<file path="config.mk">
export PLATFORM = sky130hd
export DESIGN_NAME = push_button_dimmer_control
export DESIGN_NICKNAME = d
export VERILOG_FILES = /design/src/sv/pbd_pkg.sv /design/src/sv/pbd_cfg.sv /design/src/sv/pbd_step.sv /design/src/sv/push_button_dimmer_control.sv
export SDC_FILE = /design/constraint.sdc
export NUM_CORES = 1
export LEC_CHECK = 0
export BUFFER_PORTS_ARGS = -buffer_cell sky130_fd_sc_hd__clkbuf_2
export CAP_MARGIN = 0
export CELL_PAD_IN_SITES_DETAIL_PLACEMENT = 1
export CELL_PAD_IN_SITES_GLOBAL_PLACEMENT = 2
export CORE_MARGIN = 4
export CORE_UTILIZATION = 43
export CTS_BUF_LIST = sky130_fd_sc_hd__clkbuf_2 sky130_fd_sc_hd__clkbuf_4 sky130_fd_sc_hd__clkbuf_8
export DETAILED_ROUTE_END_ITERATION = 8
export GPL_TIMING_DRIVEN = 0
export HOLD_SLACK_MARGIN = 0.15
export PLACE_DENSITY = 0.95
export SYNTH_ARGS = -nofsm -noshare
export SYNTH_HDL_FRONTEND = slang
export SYNTH_SLANG_ARGS = --single-unit
</file>
<file path="constraint.sdc">
create_clock -name clk -period 15 [get_ports clk]
set_clock_uncertainty 0.05 [all_clocks]
set_input_delay 3.75 -clock clk [delete_from_list [all_inputs] [get_ports clk]]
set_output_delay 3.75 -clock clk [all_outputs]
set_load 0.02 [all_outputs]
</file>
<file path="src/sv/pbd_pkg.sv">
// Shared types and constants for the push-button dimmer control block.
`timescale 1ns / 1ps
`default_nettype none

package pbd_pkg;

    localparam logic [6:0] LEVEL_MAX = 7'd100;

    // Configuration register indexes.
    typedef enum logic [1:0] {
        CFG_PUSH_INTERVAL    = 2'd0,
        CFG_CONTINUE_INTERVAL = 2'd1,
        CFG_STEP_SIZE        = 2'd2
    } pbd_cfg_idx_t;

    typedef struct packed {
        logic [15:0] push_interval_ms;
        logic [15:0] continue_interval_ms;
        logic [6:0]  step_size;
    } pbd_cfg_t;

    typedef struct packed {
        logic        command;
        logic        level;
        logic        set_on;
        logic [31:0] now_ms;
    } pbd_item_t;

    typedef struct packed {
        logic        prev_level;
        logic [31:0] change_time;
        logic        dimming;
        logic [31:0] ramp_time;
        logic        is_on;
        logic [6:0]  brightness;
    } pbd_state_t;

    typedef struct packed {
        logic       pressed_changed;
        logic       pressed;
        logic       switch_changed;
        logic       switch_on;
        logic       dimmer_changed;
        logic [6:0] dimmer_level;
    } pbd_result_t;

endpackage

`default_nettype wire

</file>
<file path="src/sv/pbd_cfg.sv">
// Configuration register file for the push-button dimmer control block.
`timescale 1ns / 1ps
`default_nettype none

module pbd_cfg
    import pbd_pkg::*;
(
    input  wire logic        clk,
    input  wire logic        rst_n,
    input  wire logic        cfg_valid,
    output logic             cfg_ready,
    input  wire logic [1:0]  cfg_index,
    input  wire logic [15:0] cfg_data,
    output pbd_cfg_t         cfg
);

    pbd_cfg_t cfg_reg;

    assign cfg_ready = 1'b1;
    assign cfg       = cfg_reg;

    always_ff @(posedge clk or negedge rst_n)
    begin
        if (!rst_n)
        begin
            cfg_reg.push_interval_ms     <= 16'd500;
            cfg_reg.continue_interval_ms <= 16'd100;
            cfg_reg.step_size            <= 7'd5;
        end
        else if (cfg_valid && cfg_ready)
        begin
            unique case (cfg_index)
                CFG_PUSH_INTERVAL:     cfg_reg.push_interval_ms     <= cfg_data;
                CFG_CONTINUE_INTERVAL: cfg_reg.continue_interval_ms <= cfg_data;
                CFG_STEP_SIZE:         cfg_reg.step_size            <= cfg_data[6:0];
                default:               ;
            endcase
        end
    end

endmodule

`default_nettype wire

</file>
<file path="src/sv/pbd_step.sv">
// Next-state and result logic for one button sample or set command.
`timescale 1ns / 1ps
`default_nettype none

module pbd_step
    import pbd_pkg::*;
(
    input  pbd_cfg_t    cfg,
    input  pbd_state_t  state,
    input  pbd_item_t   item,
    output pbd_state_t  state_next,
    output pbd_result_t result
);

    logic [31:0] diff_change;
    logic [31:0] diff_ramp;
    logic        enter_dim;
    logic        dim_active;
    logic [7:0]  up_sum;
    logic [6:0]  up_val;
    logic [6:0]  down_val;

    assign diff_change = item.now_ms - state.change_time;
    assign enter_dim   = !state.dimming && !item.level &&
                         (diff_change > {16'd0, cfg.push_interval_ms});
    assign dim_active  = state.dimming || enter_dim;
    // On entry the ramp timer starts from the moment of the press.
    assign diff_ramp   = enter_dim ? diff_change : (item.now_ms - state.ramp_time);

    assign up_sum   = {1'b0, state.brightness} + {1'b0, cfg.step_size};
    assign up_val   = (up_sum > {1'b0, LEVEL_MAX}) ? LEVEL_MAX : up_sum[6:0];
    assign down_val = (state.brightness > cfg.step_size) ?
                      (state.brightness - cfg.step_size) : 7'd0;

    always_comb
    begin
        state_next            = state;
        result.pressed_changed = 1'b0;
        result.switch_changed  = 1'b0;
        result.dimmer_changed  = 1'b0;

        if (item.command)
        begin
            state_next.is_on      = item.set_on;
            result.switch_changed = 1'b1;
        end
        else if (item.level != state.prev_level)
        begin
            result.pressed_changed = 1'b1;
            // A short press toggles the light fully on or off.
            if (item.level && (diff_change < {16'd0, cfg.push_interval_ms}))
            begin
                state_next.brightness = state.is_on ? 7'd0 : LEVEL_MAX;
                state_next.is_on      = !state.is_on;
                result.switch_changed = 1'b1;
                result.dimmer_changed = 1'b1;
            end
            state_next.prev_level  = item.level;
            state_next.change_time = item.now_ms;
        end
        else
        begin
            if (enter_dim)
            begin
                state_next.dimming   = 1'b1;
                state_next.ramp_time = state.change_time;
            end
            if (dim_active)
            begin
                if (!item.level && (diff_ramp > {16'd0, cfg.continue_interval_ms}))
                begin
                    result.dimmer_changed = 1'b1;
                    state_next.ramp_time  = item.now_ms;
                    if (!state.is_on)
                    begin
                        state_next.brightness = up_val;
                        if (up_val == LEVEL_MAX)
                        begin
                            state_next.is_on      = 1'b1;
                            result.switch_changed = 1'b1;
                        end
                    end
                    else
                    begin
                        state_next.brightness = down_val;
                        if (down_val == 7'd0)
                        begin
                            state_next.is_on      = 1'b0;
                            result.switch_changed = 1'b1;
                        end
                    end
                end
                else if (item.level)
                begin
                    state_next.dimming = 1'b0;
                end
            end
        end

        result.pressed      = !state_next.prev_level;
        result.switch_on    = state_next.is_on;
        result.dimmer_level = state_next.brightness;
    end

endmodule

`default_nettype wire

</file>
<file path="src/sv/push_button_dimmer_control.sv">
// Top level of the push-button dimmer control block.
`timescale 1ns / 1ps
`default_nettype none

// Push-button dimmer control: each input transfer is a timestamped button sample
// or a set command, and each produces exactly one result transfer carrying the
// pressed, switch and dimmer state. One item is accepted every clock cycle
// unless the result stream stalls; it passes the input register, then the result
// register. The rate is set by the state update loop, which reads and rewrites
// the button and dimmer state once per item. Configuration writes are taken in
// any cycle but are meant to arrive only while no item is in flight.
module push_button_dimmer_control
    import pbd_pkg::*;
(
    input  wire logic        clk,
    input  wire logic        rst_n,
    // Input stream
    input  wire logic        s_tvalid,
    output logic             s_tready,
    input  wire logic [39:0] s_tdata,   // level, set_on, now_ms[31:0], zero pad
    input  wire logic [0:0]  s_tuser,   // command
    // Result stream
    output logic             m_tvalid,
    input  wire logic        m_tready,
    output logic [15:0]      m_tdata,   // pressed_changed, pressed, switch_changed,
                                        // switch_on, dimmer_changed,
                                        // dimmer_level[6:0], zero pad
    // Configuration write channel
    input  wire logic        cfg_valid,
    output logic             cfg_ready,
    input  wire logic [1:0]  cfg_index,
    input  wire logic [15:0] cfg_data
);

    pbd_cfg_t    cfg;
    pbd_item_t   item_reg;
    logic        item_valid_reg;
    pbd_state_t  state_reg;
    pbd_state_t  state_next;
    pbd_result_t result_next;
    pbd_result_t out_reg;
    logic        out_valid_reg;
    logic        advance;

    pbd_cfg u_cfg (
        .clk       (clk),
        .rst_n     (rst_n),
        .cfg_valid (cfg_valid),
        .cfg_ready (cfg_ready),
        .cfg_index (cfg_index),
        .cfg_data  (cfg_data),
        .cfg       (cfg)
    );

    pbd_step u_step (
        .cfg        (cfg),
        .state      (state_reg),
        .item       (item_reg),
        .state_next (state_next),
        .result     (result_next)
    );

    // The held item moves on when the result register is free or being emptied.
    assign advance  = item_valid_reg && (!out_valid_reg || m_tready);
    assign s_tready = !item_valid_reg || advance;

    always_ff @(posedge clk or negedge rst_n)
    begin
        if (!rst_n)
        begin
            item_valid_reg <= 1'b0;
        end
        else if (s_tready)
        begin
            item_valid_reg <= s_tvalid;
        end
    end

    always_ff @(posedge clk)
    begin
        if (s_tvalid && s_tready)
        begin
            item_reg.command <= s_tuser[0];
            item_reg.level   <= s_tdata[0];
            item_reg.set_on  <= s_tdata[1];
            item_reg.now_ms  <= s_tdata[33:2];
        end
    end

    always_ff @(posedge clk or negedge rst_n)
    begin
        if (!rst_n)
        begin
            state_reg.prev_level  <= 1'b1;
            state_reg.change_time <= 32'd0;
            state_reg.dimming     <= 1'b0;
            state_reg.ramp_time   <= 32'd0;
            state_reg.is_on       <= 1'b0;
            state_reg.brightness  <= 7'd0;
        end
        else if (advance)
        begin
            state_reg <= state_next;
        end
    end

    always_ff @(posedge clk or negedge rst_n)
    begin
        if (!rst_n)
        begin
            out_valid_reg <= 1'b0;
        end
        else if (advance)
        begin
            out_valid_reg <= 1'b1;
        end
        else if (m_tready)
        begin
            out_valid_reg <= 1'b0;
        end
    end

    always_ff @(posedge clk)
    begin
        if (advance)
        begin
            out_reg <= result_next;
        end
    end

    assign m_tvalid = out_valid_reg;
    assign m_tdata  = {4'd0, out_reg.dimmer_level, out_reg.dimmer_changed,
                       out_reg.switch_on, out_reg.switch_changed,
                       out_reg.pressed, out_reg.pressed_changed};

    // A waiting result always reflects the state that its item left behind.
    a_result_matches_state: assert property (@(posedge clk) disable iff (!rst_n)
        m_tvalid |-> (out_reg.pressed == !state_reg.prev_level) &&
                     (out_reg.switch_on == state_reg.is_on) &&
                     (out_reg.dimmer_level == state_reg.brightness))
        else $error("result register out of step with block state");

    a_level_in_range: assert property (@(posedge clk) disable iff (!rst_n)
        m_tvalid |-> (out_reg.dimmer_level <= LEVEL_MAX))
        else $error("dimmer level above maximum");

    a_ready_when_empty: assert property (@(posedge clk) disable iff (!rst_n)
        !item_valid_reg |-> s_tready)
        else $error("input not ready while input register is empty");

    a_advance_loads_result: assert property (@(posedge clk) disable iff (!rst_n)
        advance |=> m_tvalid)
        else $error("processed item produced no result transfer");

endmodule

`default_nettype wire
</file>
-- Word level (Yosys, flattened, before mapping)
Cells that the tools add are included.
- flip-flop bits (word level): 162
- output and inout port bits: 19
- $add $sub $neg: 4
- order comparisons: 5
- equality and inequality tests: 4
- multiplexer cells: 33
- bitwise operators: 2
- reduce and logical (&&, ||, !) cells: 23
- operators by type and width (cell ; count):
    $mux 33 ; 5
    $mux 66 ; 1
    $gt 32x16->1 ; 2
    $sub 32x32->32 ; 2
    $mux 41 ; 1
    $mux 40 ; 1
    $lt 32x16->1 ; 1
    $mux 32 ; 1
    $mux 7 ; 4
    $mux 8 ; 3
    $mux 1 ; 17
    $add 7x7->8 ; 1
    $gt 8x7->1 const B ; 1
    $eq 7x7->1 const B ; 1
    $gt 7x7->1 ; 1
    $logic_not 7->1 ; 1
    $sub 7x7->7 ; 1
    $logic_and 1x1->1 ; 6
    $logic_not 1->1 ; 6
    $reduce_and 2->1 ; 3
    $reduce_and 3->1 ; 2
    $logic_or 1x1->1 ; 3
    $eq 2x1->1 const B ; 1
    $eq 2x2->1 const B ; 1
    other kinds (4) ; 5

-- Depth between registers and ports, before layout
- depth after elaboration: 12
- gate-level depth with buffers: 34

-- Modules after synthesis
From an unflattened synthesis, not the netlist that was laid out.
- cell total of the unflattened synthesis: 1402
- area, all modules: 13460.4 sq um
- modules (own cells, without submodules) (module ; times used ; cells each ; area each (sq um)):
    pbd_step ; 1 ; 1100 ; 7414.6
    push_button_dimmer_control ; 1 ; 217 ; 4545.6
    pbd_cfg ; 1 ; 85 ; 1500.2

-- Worst setup path before layout
Ideal clock, no wire load.
- path type: input to output
- start point: in m_tready
- end point: out s_tready
- data arrival time: 4.028 ns
- required time: 11.200 ns
- setup slack: 7.172 ns
- cell stages on the path: 1
- path buffers: 0
- cell sequence: nand3b_1
- cells in the longest elaborated chain, start to end: 3
- ends and longest elaborated chain (item ; RTL line ; source):
    start: declaration ; push_button_dimmer_control.sv:24 ; input wire logic m_tready,
    $logic_or 1x1->1 ; push_button_dimmer_control.sv:64 ; assign advance = item_valid_reg && (!out_valid_reg || m_tready);
    $logic_and 1x1->1 ; push_button_dimmer_control.sv:64 ;
    $logic_or 1x1->1 ; push_button_dimmer_control.sv:65 ; assign s_tready = !item_valid_reg || advance;
    end: declaration ; push_button_dimmer_control.sv:19 ; output logic s_tready,
No other way between the ends.

-- Final worst setup path
- start point: reg item_reg[2] (netlist name)
- end point: reg state_reg[34] (netlist name)
- cells in the longest elaborated chain, start to end: 8
- elaborated cells between the ends (all ways): 13
- those cells by class: add/sub: 2; order compare: 2; mux: 6; reduce/logical: 3
- ends and longest elaborated chain (item ; RTL line ; source):
    start: declaration ; push_button_dimmer_control.sv:36 ; pbd_item_t item_reg;
    $sub 32x32->32 ; pbd_step.sv:23 ; assign diff_change = item.now_ms - state.change_time;
    $gt 32x16->1 ; pbd_step.sv:25 ; (diff_change > {16'd0, cfg.push_interval_ms});
    $logic_and 1x1->1 ; pbd_step.sv:24 ; assign enter_dim = !state.dimming && !item.level &&
    $mux 32 or $mux 33 (tied branches) ; pbd_step.sv:28, pbd_step.sv:63 ;
    $gt 32x16->1 or $mux 33 (tied branches) ; pbd_step.sv:70, pbd_step.sv:47 ;
    $logic_and 1x1->1 or $mux 33 (tied branches) ; pbd_step.sv:70, pbd_step.sv:42 ;
    $mux 40 ; pbd_step.sv:70 ; if (!item.level && (diff_ramp > {16'd0, cfg.continue_interval_ms}))
    $mux 41 (*) ; pbd_step.sv:68 ; if (dim_active)
    end signal: assignment ; push_button_dimmer_control.sv:103 ; state_reg <= state_next;
    end: declaration ; push_button_dimmer_control.sv:38 ; pbd_state_t state_reg;
Every way passes the cells marked *; elsewhere a longest branch is shown, timed or not. The select of a mux whose other input is x is not followed.
A chain may end at the register's enable or synchronous reset.

==> results.py <==
metrics = {
    "outcome": {
        "status": "finished clean",
    },
    "detailed_routing": {
        "detail_route.iter0.violations": 705,
        "post_drt_via_cell_ratio": 5.98,
        "firstDrtPassIters": 7,
        "routed_wl_mm": 42.0,
        "ant_nets": 0,
        "vias": 11600,
        "wire_per_inst_um": 21.7,
        "wl_met3_mm": 1.67,
        "drc": 0,
        "wl_met1_mm": 19.5,
        "top_layer": "met4",
        "route.met2.wl_mm": 19.7,
    },
    "global_routing": {
        "grt_pass1_wl_mm": 67.1,
        "antenna_found_initial": 0,
        "grtUsageTotal_pct": 25.7,
        "grt_pass1_vias": 12100,
        "grt_overflow": 0,
        "grt_max_degree": 72,
    },
    "worst_setup_path": {
        "cp.required_ns": 15.31,
        "startpoint_type": "register",
        "crit_end": "state_reg[34]",
        "ff2ff_setup_slack_ns": 4.72,
        "cp_max_fo": 10,
        "r2r-end": "state_reg[34]",
        "r2r_start": "item_reg[2]",
        "worst_path_largest_cell_delay_ns": 0.64,
        "slowest_stage": "o311ai_1",
        "startpoint": "item_reg[2]",
        "crit_type": "register to register",
        "worst_setup_path_end_kind": "register",
        "crit_arrival_ns": 10.59,
        "reg2reg_depth": 31,
    },
    "die": {
        "ios": 83,
        "row_count": 62,
        "start_util_pct": 44.2,
        "die_area_mm2": 0.0326,
        "core-area_mm2": 0.0290,
        "die_h_um": 181,
        "die_w_um": 181,
    },
    "power_and_ir_drop": {
        "p_leak_nw": 6.19,
        "pwr-share-seq_pct": 23.3,
        "power.density_mw_per_mm2": 206,
        "switchingPower_mw": 1.44,
        "intPower_mw": 1.47,
        "finalPower_mw": 2.91,
        "netSwitchingFraction_pct": 49.5,
        "max-vdd-ir-drop_mv": 0.0845,
        "power_frac_comb_pct": 64.3,
        "p_clk_share_pct": 12.4,
    },
    "yosys": {
        "synthCells": 1441,
        "ys.flop_type": "dfrtp_1",
        "synth.distinct_cells": 87,
        "netlist_area_mm2": 0.0128,
        "avgSynthCellArea_um2": 8.89,
        "synthArstFlopShare_pct": 71.0,
        "synth-edff-count": 47,
        "yosysWarnings": 0,
        "synth_seq_area_share_pct": 33.6,
        "ys_ff_latch": 162,
    },
    "placement": {
        "port_buffers": 71,
        "post-dp-hpwl_mm": 33.7,
        "pre_cts_slack_ns": 5.05,
        "place_congestion": 0.918,
        "dp.cells": 1901,
        "placed_cell_area_mm2": 0.0137,
    },
    "final_layout": {
        "antenna_cells": 0,
        "largest_register_ffs": 74,
        "seqCellArea_mm2": 0.00430,
        "syn2layout_area_growth_pct": 10.4,
        "stdcell_count": 1933,
        "multi_input_area_mm2": 0.00766,
        "drive_above_1_share_pct": 14.8,
        "final_cell_area_mm2": 0.0141,
        "nets": 1712,
        "postLayoutCoreUtil_pct": 48.7,
        "fill_cells": 3517,
    },
    "clocking": {
        "clk_latency_ns": 0.52,
        "hold_buffers": 0,
        "cts.htree.levels": 4,
        "clk_pin_slew_ns": 0.10,
        "cts_tree": "built",
        "post_cts_buffers": 0,
        "cts_buffer_depth": 2,
        "cts-resized-gates": 0,
        "cts_sinks": 162,
        "cts_buffers": 17,
        "cts-root-buf": "clkbuf_8",
    },
    "timing": {
        "rsz0062_at_grt": "false",
        "min_period_ns": 10.28,
        "holdWs_ns": 0.460,
        "period_share_pct": 68.5,
        "worst_slack_ns": 4.72,
        "relSlewSlack_pct": 12.4,
        "slew_viol_final": 0,
        "setup_tns_ns": 0,
        "clock.fmax_ghz": 0.0973,
        "worst_pin_slew_ns": 1.30,
        "finalSetupViolCount": 0,
        "hold_viol_final": 0,
    },
    "worst_hold_path": {
        "hold_class": "register to register",
    },
    "flow_run": {
        "drv_cap": 0,
    },
}
-- worst min-delay path by stage --
| stage | depth (start not counted) | slack (ns) | end | start |
|---|---|---|---|---|
| finish | 1 | 0.46 | m_tvalid | item_valid_reg |
| global route | 1 | 0.47 | m_tvalid | item_valid_reg |
| CTS | 1 | 0.46 | m_tvalid | item_valid_reg |
| detailed placement | 1 | 0.44 | m_tvalid | item_valid_reg |
| global placement | 1 | 0.43 | m_tvalid | item_valid_reg |
| floorplan | 1 | 0.41 | m_tvalid | item_valid_reg |
-- power by group through the flow --
stage	Sequential (mW)	Clock, mW	Combinational, mW
floorplan	0.656	0	1.33
global placement	0.677	0	1.77
detailed placement	0.685	0	1.83
CTS	0.678	0.373	1.85
global route	0.693	0.390	2.07
finish	0.679	0.361	1.87
-- cell families (layout without fill, tap and decap cells) --
kind of cell / after synthesis / after routing / synth area share [%]
mux: 37 / 37 / 3.16
other cells: 2 / 5 / 0.0586
xor+xnor: 47 / 47 / 3.21
flops: 162 / 162 / 33.6
compound gates: 496 / 496 / 27.6
simple gates: 376 / 376 / 14.5
buf+inv: 209 / 314 / 6.69
fa+ha+maj: 112 / 112 / 11.2
-- worst max-delay path: cells and delay by family, from the launching register on --
family                     cells  cell delay [ns]
AOI/OAI and AO/OA             14             3.62
xor gates and xnor gates       1             0.19
adders and majority gates      3             1.08
buffers and inverters          3             0.82
DFF                            1             0.52
and+or+nand+nor               10             3.83
-- synthesized netlist by cell type (all sizes together) (6+ instances only) --
cell	count	area share (%)
inv	137	4.0
mux2i	9	0.70
clkbuf	49	1.5
dfrtp	103	20
a21oi	105	4.2
xor2	17	1.2
a31oi	10	0.49
nor2	78	2.3
o221ai	6	0.41
o211ai	17	1.1
o21ai	108	4.2
a22o	7	0.48
nand3	22	0.86
o31ai	9	0.57
edfxtp	47	11
a221oi	7	0.48
o21a	14	0.82
nand4	30	1.5
xnor2	30	2.1
nor3	20	0.82
a21o	34	2.0
dfstp	12	2.5
buf	23	1.2
or3	6	0.29
a211o	7	0.48
ha	108	11
mux2	28	2.5
nand3b	6	0.35
nand2	131	3.9
o21bai	38	3.0
a2111oi	37	2.6
nor2b	14	0.68
and3	8	0.39
nand2b	17	0.83
o2111ai	8	0.55
nor4	10	0.65
a211oi	15	0.96
and2	10	0.49
a2bb2oi	31	2.1
-- area by class of cell --
type | count | area share, %
inverter | 137 | 3.64
sequential | 162 | 30.4
timing repair buffer | 73 | 2.91
clock inverter | 14 | 1.24
clock buffer | 18 | 1.75
tap | 384 | 3.40
buffer | 72 | 2.42
multi-input combinational | 1073 | 54.2
-- routing by layer --
layer | up-vias | GRT usage, %
met5 | - | 0
met4 | 0 | 7.56
met3 | 68 | 4.10
met2 | 266 | 42.6
met1 | 5746 | 34.7
li1 | 5488 | -
-- layout by cell type, fill, tap and decap left out, types with 19 or more instances in the layout --
cell type,count
a2111oi_0,36
a21o_1,34
a21oi_1,103
a2bb2oi_1,31
clkbuf_1,45
clkbuf_2,74
clkbuf_8,19
dfrtp_1,103
edfxtp_1,47
ha_1,108
inv_1,137
mux2_2,28
nand2_1,130
nand3_1,22
nand4_1,30
nor2_1,78
nor3_1,19
o21ai_0,103
o21bai_2,27
xnor2_1,30
Note: power is estimated with default switching activity, not from simulation.
